## src/hdl/itra_pkg.sv

```systemverilog
// Shared types, character codes and digit mapping for the radix text converter.
// No dependencies; the divider, top level, checker and testbench import this package.
package itra_pkg;

    localparam int unsigned DIGIT_W = 4;
    localparam int unsigned RADIX_W = 5;
    localparam int unsigned CHAR_W  = 8;

    localparam logic [CHAR_W-1:0] CHAR_MINUS   = 8'h2d;
    localparam logic [CHAR_W-1:0] CHAR_ZERO    = 8'h30;
    localparam logic [CHAR_W-1:0] CHAR_A_LOWER = 8'h61;

    localparam logic [RADIX_W-1:0] RADIX_MIN     = 5'd2;
    localparam logic [RADIX_W-1:0] RADIX_MAX     = 5'd16;
    localparam logic [RADIX_W-1:0] RADIX_DECIMAL = 5'd10;

    localparam logic [DIGIT_W-1:0] DIGIT_NINE = 4'd9;
    localparam logic [DIGIT_W-1:0] DIGIT_TEN  = 4'd10;

    // Status of the serial divider as seen by the sequencer
    typedef struct packed {
        logic busy;
        logic done;
    } itra_div_stat_t;

    // Map one digit to its ASCII character
    function automatic logic [CHAR_W-1:0] digit_char(input logic [DIGIT_W-1:0] d);
        logic [CHAR_W-1:0] c;
        if (d > DIGIT_NINE)
        begin
            c = CHAR_A_LOWER + CHAR_W'(d - DIGIT_TEN);
        end
        else
        begin
            c = CHAR_ZERO + CHAR_W'(d);
        end
        return c;
    endfunction

endpackage

```

## src/hdl/itra_ram.sv

```systemverilog
// Generic simple dual-port RAM: one write port, one registered read port.
// No dependencies.
module itra_ram #(
    parameter int unsigned WIDTH = 4,
    parameter int unsigned DEPTH = 32
) (
    input  logic                     clk,
    input  logic                     wr_en,
    input  logic [$clog2(DEPTH)-1:0] wr_addr,
    input  logic [WIDTH-1:0]         wr_data,
    input  logic                     rd_en,
    input  logic [$clog2(DEPTH)-1:0] rd_addr,
    output logic [WIDTH-1:0]         rd_data
);

    logic [WIDTH-1:0] mem_reg [DEPTH];
    logic [WIDTH-1:0] rd_data_reg;

    // Write port, and read port with output register held between reads
    always_ff @(posedge clk)
    begin
        if (wr_en)
        begin
            mem_reg[wr_addr] <= wr_data;
        end
        if (rd_en)
        begin
            rd_data_reg <= mem_reg[rd_addr];
        end
    end

    assign rd_data = rd_data_reg;

endmodule

```

## src/hdl/itra_div.sv

```systemverilog
// Bit-serial restoring divider: one quotient bit per cycle, small divisor.
// Depends on itra_pkg.
module itra_div
    import itra_pkg::*;
#(
    parameter int unsigned VALUE_BITS = 32
) (
    input  logic                  clk,
    input  logic                  rst_n,
    input  logic                  start,
    input  logic [VALUE_BITS-1:0] dividend,
    input  logic [RADIX_W-1:0]    divisor,
    output logic [VALUE_BITS-1:0] quotient,
    output logic [DIGIT_W-1:0]    remainder,
    output itra_div_stat_t        stat
);

    localparam int unsigned CNT_W = $clog2(VALUE_BITS);

    logic [VALUE_BITS-1:0] quo_reg, quo_next;
    logic [DIGIT_W-1:0]    rem_reg, rem_next;
    logic [CNT_W-1:0]      cnt_reg, cnt_next;
    logic                  busy_reg, busy_next;
    logic                  done_reg, done_next;
    logic [RADIX_W-1:0]    trial;
    logic [RADIX_W-1:0]    diff;
    logic                  fits;

    // Shift the next dividend bit into the partial remainder and try the divisor
    assign trial = {rem_reg, quo_reg[VALUE_BITS-1]};
    assign fits  = (trial >= divisor);
    assign diff  = trial - divisor;

    always_comb
    begin
        quo_next  = quo_reg;
        rem_next  = rem_reg;
        cnt_next  = cnt_reg;
        busy_next = busy_reg;
        done_next = 1'b0;
        if (start)
        begin
            quo_next  = dividend;
            rem_next  = '0;
            cnt_next  = '0;
            busy_next = 1'b1;
        end
        else if (busy_reg)
        begin
            quo_next = {quo_reg[VALUE_BITS-2:0], fits};
            rem_next = fits ? diff[DIGIT_W-1:0] : trial[DIGIT_W-1:0];
            cnt_next = cnt_reg + CNT_W'(1);
            if (cnt_reg == CNT_W'(VALUE_BITS - 1))
            begin
                busy_next = 1'b0;
                done_next = 1'b1;
            end
        end
    end

    // Hold control state
    always_ff @(posedge clk or negedge rst_n)
    begin
        if (!rst_n)
        begin
            cnt_reg  <= '0;
            busy_reg <= 1'b0;
            done_reg <= 1'b0;
        end
        else
        begin
            cnt_reg  <= cnt_next;
            busy_reg <= busy_next;
            done_reg <= done_next;
        end
    end

    // Advance the datapath
    always_ff @(posedge clk)
    begin
        quo_reg <= quo_next;
        rem_reg <= rem_next;
    end

    assign quotient  = quo_reg;
    assign remainder = rem_reg;
    assign stat      = '{busy: busy_reg, done: done_reg};

endmodule

```

## src/hdl/integer_to_radix_ascii.sv

```systemverilog
// Top level of the integer to radix text converter (bases 2 to 16).
// Depends on itra_pkg, itra_div and itra_ram.
//
//  channel | direction | handshake           | payload
//  --------+-----------+---------------------+---------------------------------
//  input   | in        | in_valid / in_stall | value (VALUE_BITS, signed)
//  output  | out       | out_valid/out_stall | character (8), final_char (1)
//  config  | in        | cfg_wr_en           | cfg_wr_data (5): radix
//
// Each digit comes from the divider (a load, then one quotient bit per cycle) and is stored;
// after an optional leading minus sign the digits are read back, most significant first,
// with a fetch and then a load of the output register for each character.
// One number is converted at a time; the next is taken once the last character is loaded.
// Reset is asynchronous, active low, and sets the radix to ten.
// A stall on the output holds the output register and the sequencer waits in place.
module integer_to_radix_ascii
    import itra_pkg::*;
#(
    parameter int unsigned VALUE_BITS = 32
) (
    input  logic                         clk,
    input  logic                         rst_n,
    input  logic                         cfg_wr_en,
    input  logic [RADIX_W-1:0]           cfg_wr_data,
    input  logic                         in_valid,
    output logic                         in_stall,
    input  logic signed [VALUE_BITS-1:0] value,
    output logic                         out_valid,
    input  logic                         out_stall,
    output logic [CHAR_W-1:0]            character,
    output logic                         final_char
);

    localparam int unsigned ADDR_W  = $clog2(VALUE_BITS);
    localparam int unsigned COUNT_W = $clog2(VALUE_BITS + 1);

    typedef enum logic [2:0] {
        ST_IDLE,
        ST_DIV,
        ST_SIGN,
        ST_FETCH,
        ST_LOAD
    } state_t;

    state_t                state_reg, state_next;
    logic [RADIX_W-1:0]    radix_reg, radix_next;
    logic [RADIX_W-1:0]    base_reg, base_next;
    logic                  neg_reg, neg_next;
    logic [COUNT_W-1:0]    count_reg, count_next;
    logic [ADDR_W-1:0]     idx_reg, idx_next;
    logic                  out_valid_reg, out_valid_next;
    logic [CHAR_W-1:0]     char_reg, char_next;
    logic                  final_reg, final_next;

    logic [RADIX_W-1:0]    base_sat;
    logic [VALUE_BITS-1:0] value_u;
    logic [VALUE_BITS-1:0] magnitude;
    logic                  neg_in;
    logic                  out_free;

    logic                  div_start;
    logic [VALUE_BITS-1:0] div_dividend;
    logic [VALUE_BITS-1:0] div_quotient;
    logic [DIGIT_W-1:0]    div_remainder;
    itra_div_stat_t        div_stat;

    logic                  ram_wr_en;
    logic                  ram_rd_en;
    logic [DIGIT_W-1:0]    ram_rd_data;

    // Clamp the configured radix into the supported range
    always_comb
    begin
        if (radix_reg < RADIX_MIN)
        begin
            base_sat = RADIX_MIN;
        end
        else if (radix_reg > RADIX_MAX)
        begin
            base_sat = RADIX_MAX;
        end
        else
        begin
            base_sat = radix_reg;
        end
    end

    // Signed magnitude only in base ten; other bases read the raw pattern
    assign value_u   = value;
    assign neg_in    = (base_sat == RADIX_DECIMAL) && value_u[VALUE_BITS-1];
    assign magnitude = neg_in ? (~value_u + VALUE_BITS'(1)) : value_u;

    assign in_stall = (state_reg != ST_IDLE);
    assign out_free = !out_valid_reg || !out_stall;

    // Restart the divider on its own quotient until that reaches zero
    assign div_start    = (state_reg == ST_IDLE && in_valid) ||
                          (state_reg == ST_DIV && div_stat.done && div_quotient != '0);
    assign div_dividend = (state_reg == ST_IDLE) ? magnitude : div_quotient;

    assign ram_wr_en = (state_reg == ST_DIV) && div_stat.done;
    assign ram_rd_en = (state_reg == ST_FETCH);

    itra_div #(
        .VALUE_BITS(VALUE_BITS)
    ) u_div (
        .clk       (clk),
        .rst_n     (rst_n),
        .start     (div_start),
        .dividend  (div_dividend),
        .divisor   (base_reg),
        .quotient  (div_quotient),
        .remainder (div_remainder),
        .stat      (div_stat)
    );

    // Digits, least significant first
    itra_ram #(
        .WIDTH(DIGIT_W),
        .DEPTH(VALUE_BITS)
    ) u_digit_ram (
        .clk     (clk),
        .wr_en   (ram_wr_en),
        .wr_addr (count_reg[ADDR_W-1:0]),
        .wr_data (div_remainder),
        .rd_en   (ram_rd_en),
        .rd_addr (idx_reg),
        .rd_data (ram_rd_data)
    );

    // Sequencer and output register next values
    always_comb
    begin
        state_next     = state_reg;
        radix_next     = cfg_wr_en ? cfg_wr_data : radix_reg;
        base_next      = base_reg;
        neg_next       = neg_reg;
        count_next     = count_reg;
        idx_next       = idx_reg;
        out_valid_next = out_valid_reg && out_stall;
        char_next      = char_reg;
        final_next     = final_reg;
        unique case (state_reg)
            ST_IDLE:
            begin
                if (in_valid)
                begin
                    base_next  = base_sat;
                    neg_next   = neg_in;
                    count_next = '0;
                    state_next = ST_DIV;
                end
            end
            ST_DIV:
            begin
                if (div_stat.done)
                begin
                    count_next = count_reg + COUNT_W'(1);
                    if (div_quotient == '0)
                    begin
                        idx_next   = count_reg[ADDR_W-1:0];
                        state_next = neg_reg ? ST_SIGN : ST_FETCH;
                    end
                end
            end
            ST_SIGN:
            begin
                if (out_free)
                begin
                    out_valid_next = 1'b1;
                    char_next      = CHAR_MINUS;
                    final_next     = 1'b0;
                    state_next     = ST_FETCH;
                end
            end
            ST_FETCH:
            begin
                state_next = ST_LOAD;
            end
            ST_LOAD:
            begin
                if (out_free)
                begin
                    out_valid_next = 1'b1;
                    char_next      = digit_char(ram_rd_data);
                    final_next     = (idx_reg == '0);
                    if (idx_reg == '0)
                    begin
                        state_next = ST_IDLE;
                    end
                    else
                    begin
                        idx_next   = idx_reg - ADDR_W'(1);
                        state_next = ST_FETCH;
                    end
                end
            end
            default:
            begin
                state_next = ST_IDLE;
            end
        endcase
    end

    // Hold state and registered outputs
    always_ff @(posedge clk or negedge rst_n)
    begin
        if (!rst_n)
        begin
            state_reg     <= ST_IDLE;
            radix_reg     <= RADIX_DECIMAL;
            base_reg      <= RADIX_DECIMAL;
            neg_reg       <= 1'b0;
            count_reg     <= '0;
            idx_reg       <= '0;
            out_valid_reg <= 1'b0;
            char_reg      <= '0;
            final_reg     <= 1'b0;
        end
        else
        begin
            state_reg     <= state_next;
            radix_reg     <= radix_next;
            base_reg      <= base_next;
            neg_reg       <= neg_next;
            count_reg     <= count_next;
            idx_reg       <= idx_next;
            out_valid_reg <= out_valid_next;
            char_reg      <= char_next;
            final_reg     <= final_next;
        end
    end

    assign out_valid  = out_valid_reg;
    assign character  = char_reg;
    assign final_char = final_reg;

endmodule

```

## config.mk

```make
export PLATFORM = sky130hd
export DESIGN_NAME = integer_to_radix_ascii
export DESIGN_NICKNAME = d
export VERILOG_FILES = /design/src/hdl/itra_pkg.sv /design/src/hdl/itra_ram.sv /design/src/hdl/itra_div.sv /design/src/hdl/integer_to_radix_ascii.sv
export SDC_FILE = /design/constraint.sdc
export NUM_CORES = 1
export LEC_CHECK = 0
export BUFFER_PORTS_ARGS = -buffer_cell sky130_fd_sc_hd__buf_4
export CORE_ASPECT_RATIO = 0.9
export CORE_MARGIN = 2
export CORE_UTILIZATION = 44
export DETAILED_ROUTE_END_ITERATION = 6
export PLACE_DENSITY = 0.66
export SLEW_MARGIN = 25
export SYNTH_ARGS = -nofsm -noshare
export SYNTH_HDL_FRONTEND = slang
export SYNTH_SLANG_ARGS = --single-unit
export TNS_END_PERCENT = 1
```

## constraint.sdc

```tcl
create_clock -name clk -period 5.7 [get_ports clk]
set_clock_uncertainty 0.1 [all_clocks]
set_input_delay 1.71 -clock clk [delete_from_list [all_inputs] [get_ports clk]]
set_output_delay 1.71 -clock clk [all_outputs]
set_load 0.1 [all_outputs]
```

==> run metrics, run 1 <==
post-CTS resize count=0; Synth area leaders=edfxtp_1, dfrtp_1, mux4_2, mux2_2, nor2_1; commonest non-fill, non-tap cell in the layout=edfxtp_1; hold wc startpoint=neg_reg$_DFFE_PN0P_; Vias per Instance=5.53; top cell type's share of synthesized area=50.6%; Ports=53; Die H=145 um; clock-pin slew on the worst setup and hold paths=0.06 ns; hold endpoint=neg_reg$_DFFE_PN0P_; cell count after synthesis=693; Post-Route WL=19.8 mm; status=finished clean; mapped cell area=9740 sq um; I/O Buffers=52; CTS tree=done; Design Area, Final=11200 sq um; Hold Path Cell Cnt=2; post-synth net total=754; num rows=51; Worst Tran Pin Value=0.825 ns; CTS Hold Bufs=0; Crit Path Class=in -> reg; most frequent cells in the layout=edfxtp_1, nor2_1, buf_4; DP Worst Slack=1.57 ns; DR vias=5811; Post-CTS Setup Bufs=0; largest net degree at the start of global routing=44; setup ws final=2.01 ns; Pins Over Slew Limit=0; gpl congestion=0.823; count of final setup violators=0; crit path time final=3.69 ns; Seq/Total Area, Yosys=62.0%; vias in the first global route=6063; max incr delay on CP=0.65 ns; initial antenna violation count=0; DRC viols=0; drt pass-1 iters=4; setup TNS=0 ns; CP max stage cell=or4_1; post-route ant nets=0; layout cells sized above 1=23.6%; number of buffers created by CTS=22; nets=805; Clock Latency Late Sink=0.52 ns; hpwl dp=13.4 mm; Main synth FF type=edfxtp_1; EDFF count, synth=164; Slew headroom=44.8%; VDD IR max=0.187 mV; R2R Setup Slk=2.96 ns; fmax=271 MHz; Initial DRC Count=435; worst-path cell chain=buf_4 -> or4_1 -> nor2_1 -> a31oi_1 -> xor2_1 -> mux2_2; Worst Hold Class=reg -> reg; clk root buf=clkbuf_16; syn avg cell area=14.1 sq um; initial core utilization=44.9%; final antenna diode count=0; Req. time, crit path=5.84 ns; Reg2Reg Depth=5; Synth cell types=57; Area growth, synth to finish=15.3%; R2R Path End=u_div.quotient[27]$_DFFE_PP_; Clock Path Buffers=3; Setup crit start=value[4]; FFs w/ async S/R, synth=19.6%; grt total ovfl=0; CP Capture Type=flop; number of flip-flops in the largest register=128; leakage=0.00396 uW; Critical R2R Launch=radix_reg[3]$_DFFE_PN1P_; drt wl/cell=18.8 um; Hold Fails Final Rpt=0; worst path arrival time=3.83 ns; synthesized flop and latch total=209; core area=21700 sq um; gr usage total=17.3%; Synth area leader=edfxtp_1; global-route wire length before repair=32.3 mm; CTS Sinks=209; Final Cycle Share=64.7%; crit start category=primary input; PD cells=405 nW/um^2; htree depth=1; Yosys warnings=0; RSZ-0062 raised after global routing=no; Placed Area=10400 sq um; full die area=23300 sq um; Critical Path Fanout Max=9; MaxCap Viol Count=0; Die Wd=161 um
## worst max-delay path: cells and delay by family
kind / cells / cell delay [ns]
AND/OR/NAND/NOR: 2 / 1.29
multiplexers: 1 / 0.28
AO/OA/AOI/OAI: 1 / 0.23
XOR/XNOR: 1 / 0.19
buffers and inverters: 1 / 0.12
## routing by layer
metal | up-vias | global-route usage (%) | share of wire [%]
li1 | 2745 | - | -
met1 | 2888 | 23.9 | 46
met2 | 140 | 28.6 | 48
met3 | 38 | 2.52 | 4.0
met4 | 0 | 4.96 | 2.6
met5 | - | 0 | 0
## cells in the mapped netlist, types with 10 or more instances
cell type,instances
clkbuf_1,26
mux4_2,32
dfrtp_1,37
nand2_1,35
inv_1,22
mux2_2,36
a31oi_1,13
o21ai_0,26
nor4_1,11
nor2_1,70
nor3_1,10
mux2i_1,21
xor2_1,28
a21oi_1,17
ha_1,18
edfxtp_1,164
xnor2_1,13
## stage by stage
step	utilization [%]	hold slack, ns	instances	power [uW]
6_report	51.7	0.382	1051	4540
4_1_cts	51.7	0.389	1051	4580
2_1_floorplan	-	0.345	693	2740
3_5_place_dp	48.1	0.374	1011	3040
3_3_place_gp	48.1	0.368	1011	2990
5_1_grt	51.7	0.410	1051	4760
## layout make-up
class / count / area [sq um]
fill: 1791 / 10500
sequential: 209 / 6040
multi-input combinational: 429 / 3500
clock buffer: 28 / 583
timing repair buffer: 60 / 450
tap: 291 / 364
clock inverter: 12 / 206
inverter: 22 / 82.6
## power breakdown
part | switching, uW | internal (uW) | total [uW]
sequential | 241 | 2060 | 2300
combinational | 402 | 304 | 706
clock | 577 | 957 | 1530
## kinds of logic after synthesis
kind of cell	after synthesis	synth area share (%)
XOR/XNOR	41	3.69
buffers and inverters	55	2.20
AND/OR/NAND/NOR	182	9.21
AO/OA/AOI/OAI	98	6.67
adder cells (fa/ha/maj)	19	2.52
multiplexers	89	13.7
flip-flops	209	62.0
## worst max-delay path by stage
stage,to,slack (ns),cells past startpoint
final,u_div.quotient[27]$_DFFE_PP_,2.01,6
after global routing,u_div.quotient[27]$_DFFE_PP_,1.90,6
after CTS,u_div.quotient[27]$_DFFE_PP_,2.09,6
after detailed placement,u_div.quotient[27]$_DFFE_PP_,1.57,6
after global placement,u_div.quotient[29]$_DFFE_PP_,1.65,6
after floorplan,u_div.quotient[30]$_DFFE_PP_,1.93,7
Note: power is estimated with default switching activity, not from simulation.
==> run 2, diff against run 1 <==
==> constraint.sdc (replaced) <==
create_clock -name clk -period 3.6 [get_ports clk]
set_clock_uncertainty 0.1 [all_clocks]
set_input_delay 1.08 -clock clk [delete_from_list [all_inputs] [get_ports clk]]
set_output_delay 1.08 -clock clk [all_outputs]
set_load 0.1 [all_outputs]
==> run 2 against run 1 <==
- combinational power up 76%
- die area unchanged
- largest cell class unchanged
- register-to-register slack worse by 2.2 ns
==> run metrics, run 2 (synthesis gave the netlist of run 1 again) <==
commonest non-fill, non-tap cell in the layout=edfxtp_1; max incr delay on CP=0.66 ns; RSZ-0062 raised after global routing=no; gpl congestion=0.835; Ports=53; fill count=1815; core area=21700 sq um; DP Worst Slack=0.215 ns; nets=811; Worst Tran Pin Value=0.967 ns; Clock Path Buffers=3; most frequent cells in the layout=edfxtp_1, nor2_1, buf_4; htree depth=1; largest net degree at the start of global routing=42; drt pass-1 iters=5; Placed Area=10500 sq um; Design Area, Final=11200 sq um; Post-Route WL=20.3 mm; leakage=0.00396 uW; status=finished clean; CTS tree=done; global-route wire length before repair=33.0 mm; DR vias=5928; Final Util=51.7%; clock-pin slew on the worst setup and hold paths=0.06 ns; crit path time final=2.89 ns; Hold Fails Final Rpt=0; drt wl/cell=19.2 um; NetSw=1970 uW; Pins Over Slew Limit=0; CP most frequent cell=buf_4; Slew headroom=35.3%; PD cells=629 nW/um^2; I/O Buffers=52; Sw Share=27.9%; final antenna diode count=0; Post-CTS Setup Bufs=0; Die H=145 um; VDD IR max=0.413 mV; Initial DRC Count=450; worst path arrival time=3.04 ns; MaxCap Viol Count=0; internal power=5080 uW; DRC viols=0; CTS Sinks=209; hpwl dp=13.8 mm; CP max stage cell=or4_1; gr usage total=17.7%; Vias per Instance=5.60; initial core utilization=44.9%; clock power share=32.2%; post-route ant nets=0; setup TNS=0 ns; num rows=51; full die area=23300 sq um; number of flip-flops in the largest register=128; CP Capture Type=flop; Req. time, crit path=3.74 ns; layout cells sized above 1=23.7%; crit start category=primary input; setup ws final=0.705 ns; initial antenna violation count=0; Area growth, synth to finish=15.2%; Crit Path Class=in -> reg; Critical Path Fanout Max=12; Worst Hold Class=reg -> reg; grt total ovfl=0; fmax=345 MHz; Comb pwr share=17.6%; post-CTS resize count=0; count of final setup violators=0; CTS Hold Bufs=0; number of buffers created by CTS=24; Clock Latency Late Sink=0.52 ns; Final Cycle Share=80.4%; clk root buf=clkbuf_16; vias in the first global route=6171; worst-path cell chain=buf_4 -> or4_1 -> nor4b_2 -> buf_4 -> a41oi_1 -> xor2_1 -> mux2_2; Die Wd=161 um; Seq pwr share=50.2%
run 2: metrics by stage:
step                      instances  hold WS [ns]  power (uW)
final                          1059         0.393        7050
after detailed placement       1015         0.384        4830
after global placement         1015         0.373        4750
after global routing           1059         0.417        7400
after floorplan                 693         0.345        4350
after CTS                      1059         0.397        7110
run 2: worst max-delay path: cells and delay by family:
family                    cells  cell delay [ns]
AOI/OAI and AO/OA             1             0.14
and+or+nand+nor               2             1.03
xor gates and xnor gates      1             0.16
buffers and inverters         2             0.36
muxes                         1             0.26
run 2: final timing paths:
path	start	to	slack (ns)	depth (start not counted)
max in group asynchronous	rst_n	idx_reg[0]$_DFFE_PN0P_	2.55	1
setup / recovery	value[8]	u_div.quotient[29]$_DFFE_PP_	0.71	7
hold reg to reg	neg_reg$_DFFE_PN0P_	neg_reg$_DFFE_PN0P_	0.39	2
setup reg to reg	u_div.quotient[26]$_DFFE_PP_	u_div.quotient[27]$_DFFE_PP_	0.80	6
min in group asynchronous	rst_n	count_reg[4]$_DFFE_PN0P_	0.45	1
hold / removal	neg_reg$_DFFE_PN0P_	neg_reg$_DFFE_PN0P_	0.39	2
run 2: layer usage:
layer | track usage (%) | vias to the layer above | share of wire [%]
met5 | 0 | - | 0
met4 | 5.27 | 0 | 2.8
met3 | 2.57 | 42 | 4.2
met2 | 30.0 | 174 | 50
met1 | 23.9 | 2951 | 43
li1 | - | 2761 | -
run 2: power groups by stage:
stage	Sequential, uW	Clock, uW	Combinational, uW
finish	3540	2270	1240
detailed placement	3580	0	1250
global route	3580	2420	1400
global placement	3570	0	1180
CTS	3540	2310	1260
floorplan	3580	0	766
run 2: layout make-up:
| class | instances | area [sq um] | area share (%) |
|---|---|---|---|
| Clock inverter | 14 | 116 | 1.04 |
| Sequential cell | 209 | 6040 | 53.8 |
| Clock buffer | 30 | 633 | 5.65 |
| Tap cell | 291 | 364 | 3.25 |
| Multi-Input combinational cell | 429 | 3500 | 31.2 |
| Inverter | 22 | 82.6 | 0.737 |
| Timing Repair Buffer | 64 | 480 | 4.29 |
